File: config.mk
export PLATFORM = sky130hd
export DESIGN_NAME = crc_frame_checker_top_flat
export DESIGN_NICKNAME = d
export VERILOG_FILES = /design/src/rtl/cfc_pkg.sv /design/src/rtl/cfc_in_if.sv /design/src/rtl/cfc_out_if.sv /design/src/rtl/cfc_cfg_if.sv /design/src/rtl/crc_frame_checker_top.sv /design/src/rtl/cfc_frame_check.sv /design/src/flat_wrapper.sv
export SDC_FILE = /design/constraint.sdc
export NUM_CORES = 1
export LEC_CHECK = 0
export ABC_CLOCK_PERIOD_IN_PS = 14250
export BUFFER_PORTS_ARGS = -buffer_cell sky130_fd_sc_hd__buf_2
export CELL_PAD_IN_SITES_DETAIL_PLACEMENT = 0
export CELL_PAD_IN_SITES_GLOBAL_PLACEMENT = 1
export CORE_MARGIN = 1
export CORE_UTILIZATION = 51
export DETAILED_ROUTE_END_ITERATION = 8
export PLACE_DENSITY = 0.88
export SYNTH_ARGS = -nofsm -noshare
export SYNTH_HDL_FRONTEND = slang
export SYNTH_SLANG_ARGS = --single-unit
File: constraint.sdc
create_clock -name i_clk -period 14.25 [get_ports i_clk]
set_clock_uncertainty 0.2 [all_clocks]
set_input_delay 2.85 -clock i_clk [delete_from_list [all_inputs] [get_ports i_clk]]
set_output_delay 2.85 -clock i_clk [all_outputs]
set_load 0.01 [all_outputs]
File: src/rtl/cfc_pkg.sv
`timescale 1ns / 1ps

package cfc_pkg;

    // Field widths
    localparam int unsigned ByteW    = 8;
    localparam int unsigned HalfW    = 16;
    localparam int unsigned WordW    = 32;
    localparam int unsigned CountW   = 33;
    localparam int unsigned PlenW    = 26;
    localparam int unsigned CfgIdxW  = 4;
    localparam int unsigned CfgDataW = 16;

    // Configuration register indexes
    localparam logic [CfgIdxW-1:0] REG_EXPECTED_VERSION = 4'd0;
    localparam logic [CfgIdxW-1:0] REG_TYPE_FIRST       = 4'd1;
    localparam logic [CfgIdxW-1:0] REG_TYPE_LAST        = 4'd2;
    localparam logic [CfgIdxW-1:0] REG_BIG_ENDIAN       = 4'd3;

    // Configuration reset values
    localparam logic [HalfW-1:0] RST_EXPECTED_VERSION = 16'd1;
    localparam logic [HalfW-1:0] RST_TYPE_FIRST       = 16'd0;
    localparam logic [HalfW-1:0] RST_TYPE_LAST        = 16'd7;
    localparam logic             RST_BIG_ENDIAN       = 1'b0;

    // CRC-32, reflected form
    localparam logic [WordW-1:0] CRC_POLY = 32'hEDB8_8320;
    localparam logic [WordW-1:0] CRC_INIT = 32'hFFFF_FFFF;

    // Declared length limits (declared length counts the bytes after it)
    localparam logic [WordW-1:0] MIN_DECLARED_LENGTH = 32'd8;
    localparam logic [WordW-1:0] MAX_FRAME_LENGTH    = 32'h0400_0000;

    // Verdict codes
    typedef enum logic [2:0] {
        STATUS_OK           = 3'd0,
        STATUS_SHORT_HEADER = 3'd1,
        STATUS_LEN_MISMATCH = 3'd2,
        STATUS_LEN_RANGE    = 3'd3,
        STATUS_CRC          = 3'd4,
        STATUS_VERSION      = 3'd5,
        STATUS_TYPE         = 3'd6
    } t_status;

    typedef struct packed {
        t_status           status;
        logic [HalfW-1:0]  msg_type;
        logic [PlenW-1:0]  payload_length;
    } t_result;

    typedef struct packed {
        logic [HalfW-1:0] expected_version;
        logic [HalfW-1:0] type_first;
        logic [HalfW-1:0] type_last;
        logic             big_endian;
    } t_config;

endpackage

File: src/rtl/cfc_in_if.sv
`timescale 1ns / 1ps

interface cfc_in_if;
    logic                       valid;
    logic                       ready;
    logic [cfc_pkg::ByteW-1:0]  byte_value;
    logic                       last_byte;

    modport source (output valid, output byte_value, output last_byte, input ready);
    modport sink   (input valid, input byte_value, input last_byte, output ready);
endinterface

File: src/rtl/cfc_out_if.sv
`timescale 1ns / 1ps

interface cfc_out_if;
    logic                       valid;
    logic                       ready;
    logic [2:0]                 status;
    logic [cfc_pkg::HalfW-1:0]  msg_type;
    logic [cfc_pkg::PlenW-1:0]  payload_length;

    modport source (output valid, output status, output msg_type, output payload_length,
                    input ready);
    modport sink   (input valid, input status, input msg_type, input payload_length,
                    output ready);
endinterface

File: src/rtl/cfc_cfg_if.sv
`timescale 1ns / 1ps

interface cfc_cfg_if;
    logic                          valid;
    logic                          ready;
    logic [cfc_pkg::CfgIdxW-1:0]   index;
    logic [cfc_pkg::CfgDataW-1:0]  data;

    modport source (output valid, output index, output data, input ready);
    modport sink   (input valid, input index, input data, output ready);
endinterface

File: src/rtl/crc_frame_checker_top.sv
`timescale 1ns / 1ps

// The final byte's transfer loads the input register; its verdict enters the result register
// as that byte steps on, which a verdict still waiting for the sink stalls. Throughput: one
// byte per cycle while nothing stalls; the byte-wide CRC update and the checks sit in one stage.
// Reset (i_rst_n low, synchronous) empties both stages, clears the frame state and
// restores the configuration registers to their defaults.
module crc_frame_checker_top (
    input  logic           i_clk,
    input  logic           i_rst_n,
    cfc_in_if.sink         i_in_ch,
    cfc_out_if.source      o_res_ch,
    cfc_cfg_if.sink        i_cfg_ch
);

    cfc_pkg::t_config          r_cfg;
    logic                      r_s1_valid;
    logic [cfc_pkg::ByteW-1:0] r_s1_byte;
    logic                      r_s1_last;
    logic                      r_out_valid;
    cfc_pkg::t_result          r_out;

    cfc_pkg::t_result          w_result;
    logic                      w_stall;
    logic                      w_step;

    // Configuration writes are always taken
    assign i_cfg_ch.ready = 1'b1;

    always_ff @(posedge i_clk) begin
        if (!i_rst_n) begin
            r_cfg.expected_version <= cfc_pkg::RST_EXPECTED_VERSION;
            r_cfg.type_first       <= cfc_pkg::RST_TYPE_FIRST;
            r_cfg.type_last        <= cfc_pkg::RST_TYPE_LAST;
            r_cfg.big_endian       <= cfc_pkg::RST_BIG_ENDIAN;
        end else if (i_cfg_ch.valid) begin
            case (i_cfg_ch.index)
                cfc_pkg::REG_EXPECTED_VERSION: r_cfg.expected_version <= i_cfg_ch.data;
                cfc_pkg::REG_TYPE_FIRST:       r_cfg.type_first       <= i_cfg_ch.data;
                cfc_pkg::REG_TYPE_LAST:        r_cfg.type_last        <= i_cfg_ch.data;
                cfc_pkg::REG_BIG_ENDIAN:       r_cfg.big_endian       <= i_cfg_ch.data[0];
                default: ;
            endcase
        end
    end

    // Hold the input and result registers while a verdict waits and the sink is not taking it
    assign w_stall       = r_out_valid && !o_res_ch.ready;
    assign w_step        = r_s1_valid && !w_stall;
    assign i_in_ch.ready = !r_s1_valid || !w_stall;

    // Input register
    always_ff @(posedge i_clk) begin
        if (!i_rst_n) begin
            r_s1_valid <= 1'b0;
        end else if (i_in_ch.ready) begin
            r_s1_valid <= i_in_ch.valid;
        end
    end

    always_ff @(posedge i_clk) begin
        if (i_in_ch.valid && i_in_ch.ready) begin
            r_s1_byte <= i_in_ch.byte_value;
            r_s1_last <= i_in_ch.last_byte;
        end
    end

    cfc_frame_check u_check (
        .i_clk    (i_clk),
        .i_rst_n  (i_rst_n),
        .i_cfg    (r_cfg),
        .i_step   (w_step),
        .i_byte   (r_s1_byte),
        .i_last   (r_s1_last),
        .o_result (w_result)
    );

    // Result register: load a verdict on the final byte, drop it on transfer
    always_ff @(posedge i_clk) begin
        if (!i_rst_n) begin
            r_out_valid <= 1'b0;
        end else if (w_step && r_s1_last) begin
            r_out_valid <= 1'b1;
        end else if (o_res_ch.ready) begin
            r_out_valid <= 1'b0;
        end
    end

    always_ff @(posedge i_clk) begin
        if (w_step && r_s1_last) begin
            r_out <= w_result;
        end
    end

    assign o_res_ch.valid          = r_out_valid;
    assign o_res_ch.status         = r_out.status;
    assign o_res_ch.msg_type       = r_out.msg_type;
    assign o_res_ch.payload_length = r_out.payload_length;

endmodule

File: src/rtl/cfc_frame_check.sv
`timescale 1ns / 1ps

module cfc_frame_check (
    input  logic                       i_clk,
    input  logic                       i_rst_n,
    input  cfc_pkg::t_config           i_cfg,
    input  logic                       i_step,
    input  logic [cfc_pkg::ByteW-1:0]  i_byte,
    input  logic                       i_last,
    output cfc_pkg::t_result           o_result
);

    // Frame state
    logic [cfc_pkg::CountW-1:0] r_count;
    logic [cfc_pkg::WordW-1:0]  r_declared;
    logic [cfc_pkg::WordW-1:0]  r_sent_crc;
    logic [cfc_pkg::WordW-1:0]  r_crc;
    logic [cfc_pkg::HalfW-1:0]  r_version;
    logic [cfc_pkg::HalfW-1:0]  r_type;

    logic [cfc_pkg::CountW-1:0] n_count;
    logic [cfc_pkg::WordW-1:0]  n_declared;
    logic [cfc_pkg::WordW-1:0]  n_sent_crc;
    logic [cfc_pkg::WordW-1:0]  n_crc;
    logic [cfc_pkg::HalfW-1:0]  n_version;
    logic [cfc_pkg::HalfW-1:0]  n_type;

    logic [cfc_pkg::CountW-1:0] w_after_len;
    logic [cfc_pkg::WordW-1:0]  w_plen_full;

    // One byte through the reflected CRC-32
    function automatic logic [cfc_pkg::WordW-1:0] crc_byte(
        input logic [cfc_pkg::WordW-1:0] crc_in,
        input logic [cfc_pkg::ByteW-1:0] b
    );
        logic [cfc_pkg::WordW-1:0] c;
        c = crc_in ^ {{(cfc_pkg::WordW-cfc_pkg::ByteW){1'b0}}, b};
        for (int k = 0; k < cfc_pkg::ByteW; k++) begin
            c = (c >> 1) ^ (c[0] ? cfc_pkg::CRC_POLY : '0);
        end
        return c;
    endfunction

    // Place a byte into a 4-byte field
    function automatic logic [cfc_pkg::WordW-1:0] place32(
        input logic [cfc_pkg::WordW-1:0] field,
        input logic [cfc_pkg::ByteW-1:0] b,
        input logic [1:0]                off,
        input logic                      be
    );
        logic [cfc_pkg::WordW-1:0] le;
        le = field;
        le[off*8 +: 8] = le[off*8 +: 8] | b;
        return be ? {field[23:0], b} : le;
    endfunction

    // Place a byte into a 2-byte field
    function automatic logic [cfc_pkg::HalfW-1:0] place16(
        input logic [cfc_pkg::HalfW-1:0] field,
        input logic [cfc_pkg::ByteW-1:0] b,
        input logic                      off,
        input logic                      be
    );
        logic [cfc_pkg::HalfW-1:0] le;
        le = off ? (field | {b, 8'd0}) : (field | {8'd0, b});
        return be ? {field[7:0], b} : le;
    endfunction

    // Route the byte to its field by position in the frame
    always_comb begin
        n_declared = r_declared;
        n_sent_crc = r_sent_crc;
        n_crc      = r_crc;
        n_version  = r_version;
        n_type     = r_type;
        if (r_count < 33'd4) begin
            n_declared = place32(r_declared, i_byte, r_count[1:0], i_cfg.big_endian);
        end else if (r_count < 33'd8) begin
            n_sent_crc = place32(r_sent_crc, i_byte, r_count[1:0], i_cfg.big_endian);
        end else begin
            n_crc = crc_byte(r_crc, i_byte);
            if (r_count < 33'd10) begin
                n_version = place16(r_version, i_byte, r_count[0], i_cfg.big_endian);
            end else if (r_count < 33'd12) begin
                n_type = place16(r_type, i_byte, r_count[0], i_cfg.big_endian);
            end
        end
        // saturate the byte count
        n_count = (&r_count) ? r_count : r_count + 33'd1;
    end

    // Verdict in check order, from the state after this byte
    assign w_after_len = n_count - 33'd4;
    assign w_plen_full = n_declared - cfc_pkg::MIN_DECLARED_LENGTH;

    always_comb begin
        o_result.msg_type       = (n_count >= 33'd12) ? n_type : '0;
        o_result.payload_length = '0;
        if (n_count < 33'd4) begin
            o_result.status = cfc_pkg::STATUS_SHORT_HEADER;
        end else if ({1'b0, n_declared} != w_after_len) begin
            o_result.status = cfc_pkg::STATUS_LEN_MISMATCH;
        end else if (n_declared < cfc_pkg::MIN_DECLARED_LENGTH ||
                     n_declared > cfc_pkg::MAX_FRAME_LENGTH) begin
            o_result.status = cfc_pkg::STATUS_LEN_RANGE;
        end else if ((n_crc ^ cfc_pkg::CRC_INIT) != n_sent_crc) begin
            o_result.status = cfc_pkg::STATUS_CRC;
        end else if (n_version != i_cfg.expected_version) begin
            o_result.status = cfc_pkg::STATUS_VERSION;
        end else if (n_type < i_cfg.type_first || n_type > i_cfg.type_last) begin
            o_result.status = cfc_pkg::STATUS_TYPE;
        end else begin
            o_result.status         = cfc_pkg::STATUS_OK;
            o_result.payload_length = w_plen_full[cfc_pkg::PlenW-1:0];
        end
    end

    // Advance the frame state; clear it after the final byte
    always_ff @(posedge i_clk) begin
        if (!i_rst_n || (i_step && i_last)) begin
            r_count    <= '0;
            r_declared <= '0;
            r_sent_crc <= '0;
            r_crc      <= cfc_pkg::CRC_INIT;
            r_version  <= '0;
            r_type     <= '0;
        end else if (i_step) begin
            r_count    <= n_count;
            r_declared <= n_declared;
            r_sent_crc <= n_sent_crc;
            r_crc      <= n_crc;
            r_version  <= n_version;
            r_type     <= n_type;
        end
    end

endmodule

File: src/flat_wrapper.sv
// flat-port wrapper written by rule: the top's interface ports become plain ports
module crc_frame_checker_top_flat 
  (i_clk, i_rst_n, i_in_ch_valid, i_in_ch_byte_value, i_in_ch_last_byte, i_in_ch_ready, o_res_ch_valid, o_res_ch_status, o_res_ch_msg_type, o_res_ch_payload_length, o_res_ch_ready, i_cfg_ch_valid, i_cfg_ch_index, i_cfg_ch_data, i_cfg_ch_ready);
  cfc_in_if i_in_ch_i ();
  cfc_out_if o_res_ch_i ();
  cfc_cfg_if i_cfg_ch_i ();
  input  logic i_clk;
  input  logic i_rst_n;
  input wire logic [$bits(i_in_ch_i.valid)-1:0] i_in_ch_valid;
  input wire logic [$bits(i_in_ch_i.byte_value)-1:0] i_in_ch_byte_value;
  input wire logic [$bits(i_in_ch_i.last_byte)-1:0] i_in_ch_last_byte;
  output wire logic [$bits(i_in_ch_i.ready)-1:0] i_in_ch_ready;
  output wire logic [$bits(o_res_ch_i.valid)-1:0] o_res_ch_valid;
  output wire logic [$bits(o_res_ch_i.status)-1:0] o_res_ch_status;
  output wire logic [$bits(o_res_ch_i.msg_type)-1:0] o_res_ch_msg_type;
  output wire logic [$bits(o_res_ch_i.payload_length)-1:0] o_res_ch_payload_length;
  input wire logic [$bits(o_res_ch_i.ready)-1:0] o_res_ch_ready;
  input wire logic [$bits(i_cfg_ch_i.valid)-1:0] i_cfg_ch_valid;
  input wire logic [$bits(i_cfg_ch_i.index)-1:0] i_cfg_ch_index;
  input wire logic [$bits(i_cfg_ch_i.data)-1:0] i_cfg_ch_data;
  output wire logic [$bits(i_cfg_ch_i.ready)-1:0] i_cfg_ch_ready;
  assign i_in_ch_i.valid = i_in_ch_valid;
  assign i_in_ch_i.byte_value = i_in_ch_byte_value;
  assign i_in_ch_i.last_byte = i_in_ch_last_byte;
  assign i_in_ch_ready = i_in_ch_i.ready;
  assign o_res_ch_valid = o_res_ch_i.valid;
  assign o_res_ch_status = o_res_ch_i.status;
  assign o_res_ch_msg_type = o_res_ch_i.msg_type;
  assign o_res_ch_payload_length = o_res_ch_i.payload_length;
  assign o_res_ch_i.ready = o_res_ch_ready;
  assign i_cfg_ch_i.valid = i_cfg_ch_valid;
  assign i_cfg_ch_i.index = i_cfg_ch_index;
  assign i_cfg_ch_i.data = i_cfg_ch_data;
  assign i_cfg_ch_ready = i_cfg_ch_i.ready;
  crc_frame_checker_top u_core (.i_clk(i_clk), .i_rst_n(i_rst_n), .i_in_ch(i_in_ch_i), .o_res_ch(o_res_ch_i), .i_cfg_ch(i_cfg_ch_i));
endmodule
==> flow_summary_export.csv, run 1 <==
group,metric,value,unit
floorplan,design.die.area,0.03826,sq mm
detailed_routing,num_vias,18250,
sta,finalWorstSetupSlack,7.207,ns
floorplan,start_util,51.97,%
detailed_routing,routed_wire_length_per_instance,21.96,um
sta,finalCritPeriodShare,49.42,%
setup_path,endpoint_kind,"flip-flop",
logic_synthesis,synth_seq_cells,266,
floorplan,rows,70,
finish,seqCellArea,0.005869,sq mm
placed_design,place_worst_setup_slack,7.229,ns
cts,clock_sink_count,266,
floorplan,core,0.03679,sq mm
logic_synthesis,ys_dominant_reg_cell,"dfxtp_1",
detailed_routing,drt_pre_antenna_iters,8,
sta,worst_pin_slew,1.179,ns
sta,finalHoldViolations,0,
logic_synthesis,netlist_top_cells_area,"dfxtp_1, edfxtp_1, xnor2_1",
finish,layout_commonest_cell,"nand2_1",
floorplan,die_width,195.6,um
worst_hold_path,timing.hold.worst.start,"u_core.u_check.r_type[15]$_SDFFE_PP0P_",
logic_synthesis,main_combinational_cell_family_by_area_after_synthesis,"simple AND/OR/NAND/NOR gates",
finish,syn_to_final_growth,8.161,%
logic_synthesis,synth.net_count,2463,
setup_path,worst-endpoint-arrival,7.16,ns
cts,tritoncts.num_buffers,31,
cts,largest_buffer_count_on_any_clock_path,3,
sta,timing.setup.tns,0,ns
setup_path,r2r-start,"u_core.u_check.r_count[8]$_SDFFE_PP0P_",
finish,n_fill_cell,3460,
placed_design,port-buffer-count,80,
sta,grt_setup_unrepaired,"no",
cts,clk_latency,0.60,ns
setup_path,reg2regPathDepth,18,
run,drv.max_cap_violation_count,0,
cts,cts_post_setup_buffers_inserted,0,
logic_synthesis,synth.top_cell.area_share,22.20,%
logic_synthesis,yosysSeqAreaShare,30.68,%
logic_synthesis,synth_cells,2388,
logic_synthesis,yosys.area_share.simple,25.70,%
logic_synthesis,synth_compound_area_share,19.60,%
global_routing,grt_use_total,32.36,%
global_routing,grt_start_max_net_pins,77,
cts,clock_tree_from_tritoncts,"built",
finish,nets,2439,
sta,max-slew-margin-rel,20.73,%
logic_synthesis,synth_xor_xnor_area_share,11.63,%
worst_hold_path,timing.hold.worst_path_depth,2,
global_routing,grt_first_pass_wirelength,96790,um
logic_synthesis,synth.distinct_cells,94,
placed_design,dp_hpwl,44950,um
sta,setup-violations-final,0,
finish,multi_input_area,0.01232,sq mm
finish,final_core_util,56.21,%
detailed_routing,number_of_drc_violations_after_detailed_routing,0,
setup_path,critical_path.max_stage_delay,0.95,ns
worst_hold_path,min_to,"u_core.u_check.r_type[15]$_SDFFE_PP0P_",
setup_path,r2r_slack,7.21,ns
logic_synthesis,postSynthAreaPerCell,8.005,sq um
logic_synthesis,count_of_warnings_emitted_by_yosys,0,
finish,most_frequent_cells_in_the_layout,"nand2_1, nor2_1, dfxtp_1, xnor2_1, a21oi_1",
global_routing,overflow,0,
cts,clock-root-buffer,"clkbuf_16",
setup_path,critPathKind,"reg2reg",
sta,time_the_worst_path_needs_with_i_o_delays_and_setup,7.043,ns
power,leakage,7.518,nW
worst_hold_path,holdCritPathClass,"reg2reg",
power,powerDensity,95.48,mW/mm^2
setup_path,crit_chain,"nor4_1, nand3_1, nor4_1, nand2_1, and2_1, a21oi_1, inv_1, ha_1, a21oi_1, nor2b_1, o21ai_0, nand2b_1, a2111oi_0, nor2_1, o31ai_1, nor4_2, nand4_2, nor3_1",
cts,cts_resized,0,
logic_synthesis,synth.cell_area,0.01912,sq mm
global_routing,grt_antenna_before_repair,0,
logic_synthesis,yosys.area_share.adder,2.683,%
setup_path,worstSetupStartpointType,"flip-flop",
detailed_routing,initialDrtViolationCount,1970,
power,max-vdd-ir-drop,0.1024,mV
finish,layout_cells_sized_above_1,10.55,%
placed_design,gp_routability_congestion,0.9436,
logic_synthesis,synthMuxAreaShare,4.712,%
floorplan,floorplan.io_pins,82,
logic_synthesis,synth_enable_flop_cells,54,
setup_path,cpMaxStageDelayCell,"o31ai_1",
cts,clkSlewWorstSetupHoldPaths,0.06,ns
finish,n_antenna_cell,0,
floorplan,die_y,195.6,um
logic_synthesis,yosys.area.top_type,"dfxtp_1",
detailed_routing,wirelength,62750,um
setup_path,critical_path_peak_fanout,26,
status,outcome,"finished, final reports clean",
setup_path,worst_ep_required_time,14.36,ns
cts,cts_hold_repair.buffers,0,
setup_path,regToRegEndpoint,"u_core.o_res_ch.payload_length[7]$_SDFFCE_PP0P_",
global_routing,number_of_global_route_vias_before_repair,16610,
cts,cts-htree-levels,1,
logic_synthesis,share_of_synthesized_flip_flops_with_an_asynchronous_set_or_reset,0,%
sta,final_report_max_slew_violation_count,0,
detailed_routing,final_antenna_net_count,0,
sta,achievable-frequency,142.0,MHz
detailed_routing,routed_via_density,6.389,
==> power breakdown <==
| group | switching (mW) | internal (mW) | total, mW |
|---|---|---|---|
| Sequential | 0.0208 | 0.782 | 0.803 |
| Combinational | 0.217 | 0.134 | 0.351 |
| Clock | 0.347 | 0.473 | 0.821 |
==> flip-flops by register name, indices dropped and copies added (netlist names) <==
signal,flops
u_core.u_check.r_type,16
u_core.o_res_ch.msg_type,16
u_core.o_res_ch.payload_length,26
u_core.u_check.r_declared,32
u_core.u_check.r_sent_crc,32
u_core.u_check.r_count,33
u_core.u_check.r_crc,32
u_core.r_s1_byte,8
u_core.r_s1_last,1
u_core.r_s1_valid,1
u_core.r_cfg,49
u_core.o_res_ch.valid,1
u_core.u_check.r_version,16
u_core.o_res_ch.status,3
==> worst max-delay path: cells and delay by family, from the launching register on <==
kind,cells,cell delay [ns]
fa+ha+maj,1,0.30
simple gates,11,3.80
buf+inv,1,0.11
flops,1,0.43
compound gates,5,1.91
==> synthesized netlist by cell type (24+ instances only) <==
cell type,instances
a211oi_1,43
a21boi_0,48
nor2b_1,41
nand3_1,49
dfxtp_1,212
clkbuf_1,114
nand2_1,304
nor4_1,30
o211ai_1,39
xor2_1,70
edfxtp_1,54
nand4_1,45
nor2_1,247
ha_1,41
a21oi_1,136
xnor2_1,149
and3_1,27
nor3_1,73
o21ai_0,102
mux2i_1,54
a22oi_1,24
inv_1,67
==> kinds of logic (layout without fill, tap and decap cells) <==
| logic type | Yosys count | count (layout) |
|---|---|---|
| multiplexers | 76 | 76 |
| AND/OR/NAND/NOR | 980 | 980 |
| other | 1 | 1 |
| XOR/XNOR | 233 | 233 |
| flip-flops | 266 | 266 |
| buffers and inverters | 233 | 234 |
| AO/OA/AOI/OAI | 558 | 558 |
| adder cells (fa/ha/maj) | 41 | 41 |
==> cell type report <==
class | instances | area share (%)
multi-input cells | 1889 | 59.59
flip-flops and latches | 266 | 28.39
clock buffers | 34 | 3.806
repair buffers | 108 | 2.953
well taps | 468 | 2.832
inverters | 68 | 1.234
clock inverters | 24 | 1.198
==> stage by stage <==
stage	power (mW)	hold WS, ns	area [sq um]	std cells
finish	1.974	0.2585	20680	2857
global route	2.039	0.2758	20680	2857
CTS	1.975	0.2598	20680	2857
detailed placement	1.160	0.2501	19640	2799
global placement	1.157	0.2406	19640	2799
floorplan	1.065	0.2329	19120	2388
==> routing by layer <==
layer / share of wire (%) / GRT usage, %
met1: 44 / 44.78
met2: 44 / 49.91
met3: 8.4 / 5.233
met4: 4.4 / 13.50
met5: 0 / 0
==> worst max-delay path by stage <==
| stage | cells after the start | from | to | slack, ns |
|---|---|---|---|---|
| final | 18 | u_core.u_check.r_count[8]$_SDFFE_PP0P_ | u_core.o_res_ch.payload_length[7]$_SDFFCE_PP0P_ | 7.21 |
| after floorplan | 1 | o_res_ch_ready | i_in_ch_ready | 8.15 |
| after detailed placement | 18 | u_core.u_check.r_count[8]$_SDFFE_PP0P_ | u_core.o_res_ch.payload_length[7]$_SDFFCE_PP0P_ | 7.23 |
| after CTS | 18 | u_core.u_check.r_count[8]$_SDFFE_PP0P_ | u_core.o_res_ch.payload_length[7]$_SDFFCE_PP0P_ | 7.18 |
| after global routing | 18 | u_core.u_check.r_count[8]$_SDFFE_PP0P_ | u_core.o_res_ch.payload_length[6]$_SDFFCE_PP0P_ | 6.46 |
| after global placement | 18 | u_core.u_check.r_count[8]$_SDFFE_PP0P_ | u_core.o_res_ch.payload_length[25]$_SDFFCE_PP0P_ | 7.40 |
No activity file was read; power rests on OpenSTA's default activity.
==> inputs of run 2 (changes only) <==
- ABC_CLOCK_PERIOD_IN_PS: 14250 -> 6400
- CORE_UTILIZATION: 51 -> 43
- PLACE_DENSITY: 0.88 -> 0.79
- clock period: 14.25 -> 6.4 ns (I/O delays scaled with it)
==> run 2 against run 1 <==
Clock-buffer cell count up 9. Cell count up 5.2%. Setup slack worse by 6.5 ns. Hold slack better by 0.0060 ns.
==> flow_summary_export.csv, run 2 (synthesis gave the netlist of run 1 again) <==
group,metric,value,unit
setup_path,worst-endpoint-arrival,5.89,ns
floorplan,floorplan.io_pins,82,
detailed_routing,routed_via_density,6.048,
detailed_routing,final_antenna_net_count,0,
global_routing,grt_use_total,28.78,%
sta,worst_pin_slew,1.195,ns
setup_path,worst_ep_required_time,6.56,ns
sta,finalHoldViolations,0,
status,outcome,"finished, final reports clean",
power,powerDensity,220.8,mW/mm^2
placed_design,gp_routability_congestion,0.9503,
detailed_routing,number_of_drc_violations_after_detailed_routing,0,
cts,clk_latency,0.55,ns
finish,nets,2470,
finish,syn_to_final_growth,11.01,%
sta,achievable-frequency,174.3,MHz
global_routing,grt_antenna_before_repair,0,
sta,final_report_max_slew_violation_count,0,
floorplan,design.die.area,0.04531,sq mm
sta,finalCritPeriodShare,89.62,%
floorplan,die_y,212.9,um
detailed_routing,initialDrtViolationCount,1843,
finish,reg_with_most_ffs,"u_core.r_cfg",
floorplan,rows,76,
cts,clock_tree_from_tritoncts,"built",
power,leakage,7.738,nW
cts,clock_sink_count,266,
cts,cts-htree-levels,2,
placed_design,dp_hpwl,47860,um
cts,cts_resized,0,
setup_path,critPathKind,"reg2reg",
detailed_routing,num_vias,18180,
setup_path,critical_path_peak_fanout,26,
global_routing,grt_first_pass_wirelength,100100,um
finish,reg_top3,"u_core.r_cfg: 49 flops, u_core.u_check.r_count: 33 flops",
global_routing,number_of_global_route_vias_before_repair,16580,
sta,max-slew-margin-rel,20.31,%
sta,time_the_worst_path_needs_with_i_o_delays_and_setup,5.736,ns
sta,grt_setup_unrepaired,"no",
cts,clock-root-buffer,"clkbuf_16",
finish,layout_cells_sized_above_1,11.69,%
cts,clkSlewWorstSetupHoldPaths,0.06,ns
run,drv.max_cap_violation_count,0,
power,max-vdd-ir-drop,0.1496,mV
worst_hold_path,holdCritPathClass,"reg2reg",
sta,timing.setup.tns,0,ns
detailed_routing,routed_wire_length_per_instance,21.83,um
finish,largest_reg_flops,49,
finish,most_frequent_cells_in_the_layout,"nand2_1, nor2_1, dfxtp_1, xnor2_1, a21oi_1",
cts,tritoncts.num_buffers,34,
cts,cts_hold_repair.buffers,0,
finish,n_antenna_cell,0,
detailed_routing,drt_pre_antenna_iters,5,
setup_path,endpoint_kind,"flip-flop",
floorplan,core,0.04346,sq mm
sta,fin_worst_hold_slack,0.2645,ns
placed_design,port-buffer-count,80,
global_routing,grt_start_max_net_pins,90,
global_routing,overflow,0,
finish,n_fill_cell,4273,
cts,cts_post_setup_buffers_inserted,0,
setup_path,worstSetupStartpointType,"flip-flop",
floorplan,die_width,212.9,um
sta,setup-violations-final,0,
finish,layout_commonest_cell,"nand2_1",
cts,largest_buffer_count_on_any_clock_path,3,
detailed_routing,wirelength,65610,um
floorplan,start_util,43.99,%
## run 2: power by group
part | total (mW) | leakage [nW] | internal [mW] | switching [mW]
Combinational | 0.802 | 4.87 | 0.307 | 0.496
Sequential | 1.78 | 2.27 | 1.74 | 0.0413
Clock | 2.10 | 0.591 | 1.30 | 0.799
Total | 4.69 | 7.74 | 3.35 | 1.34
## run 2: metal layers
| metal | global-route usage (%) | vias up | wire length, um |
|---|---|---|---|
| met5 | 0 | - | 0 |
| met4 | 11.26 | 0 | 2558 |
| met3 | 5.368 | 149 | 5172 |
| met2 | 44.41 | 807 | 28650 |
| met1 | 39.51 | 8616 | 29240 |
| li1 | - | 8603 | - |
## run 2: worst paths after layout
check | cells past startpoint | slack [ns] | start | to
setup / recovery | 20 | 0.66 | u_core.u_check.r_count[21]$_SDFFE_PP0P_ | u_core.o_res_ch.payload_length[3]$_SDFFCE_PP0P_
hold / removal | 2 | 0.26 | u_core.r_cfg[27]$_SDFFE_PN0P_ | u_core.r_cfg[27]$_SDFFE_PN0P_
setup reg to reg | 20 | 0.66 | u_core.u_check.r_count[21]$_SDFFE_PP0P_ | u_core.o_res_ch.payload_length[3]$_SDFFCE_PP0P_
hold reg to reg | 2 | 0.26 | u_core.r_cfg[27]$_SDFFE_PN0P_ | u_core.r_cfg[27]$_SDFFE_PN0P_
## run 2: stage by stage
| stage | utilization [%] | total power, mW | worst slack, ns | cell area [sq um] | std cells |
|---|---|---|---|---|---|
| floorplan | - | 2.371 | 0.9300 | 19120 | 2388 |
| global placement | 46.05 | 2.601 | 0.8744 | 20010 | 2944 |
| finish | 48.83 | 4.687 | 0.6641 | 21220 | 3005 |
| CTS | 48.83 | 4.712 | 0.7335 | 21220 | 3005 |
| detailed placement | 46.05 | 2.607 | 0.7781 | 20010 | 2944 |
| global route | 48.83 | 4.842 | 0.07549 | 21220 | 3005 |
## run 2: worst max-delay path, stage by stage (launching register included)
cell and delay, ns:
dfxtp_1 0.47, nor4_1 0.62, nand3_1 0.37, nor3_1 0.49
nand2_1 0.21, nor2_1 0.46, a21oi_1 0.17, nor2_1 0.29
ha_1 0.31, nor2b_1 0.14, nor3_1 0.11, o21ai_0 0.11
o211ai_1 0.11, a21oi_1 0.09, o221ai_1 0.17, o31ai_1 0.13
buf_4 0.19, nor4_2 0.31, nand4_2 0.17, buf_12 0.23
nor4_1 0.19
## run 2: area by class of cell
class	count	area (sq um)	area share [%]
clock buffers	43	955.9	4.504
clock inverters	18	254.0	1.197
inverters	68	255.2	1.203
multi-input cells	1889	12320	58.06
flip-flops and latches	266	5869	27.66
well taps	585	732.0	3.449
repair buffers	136	833.3	3.927
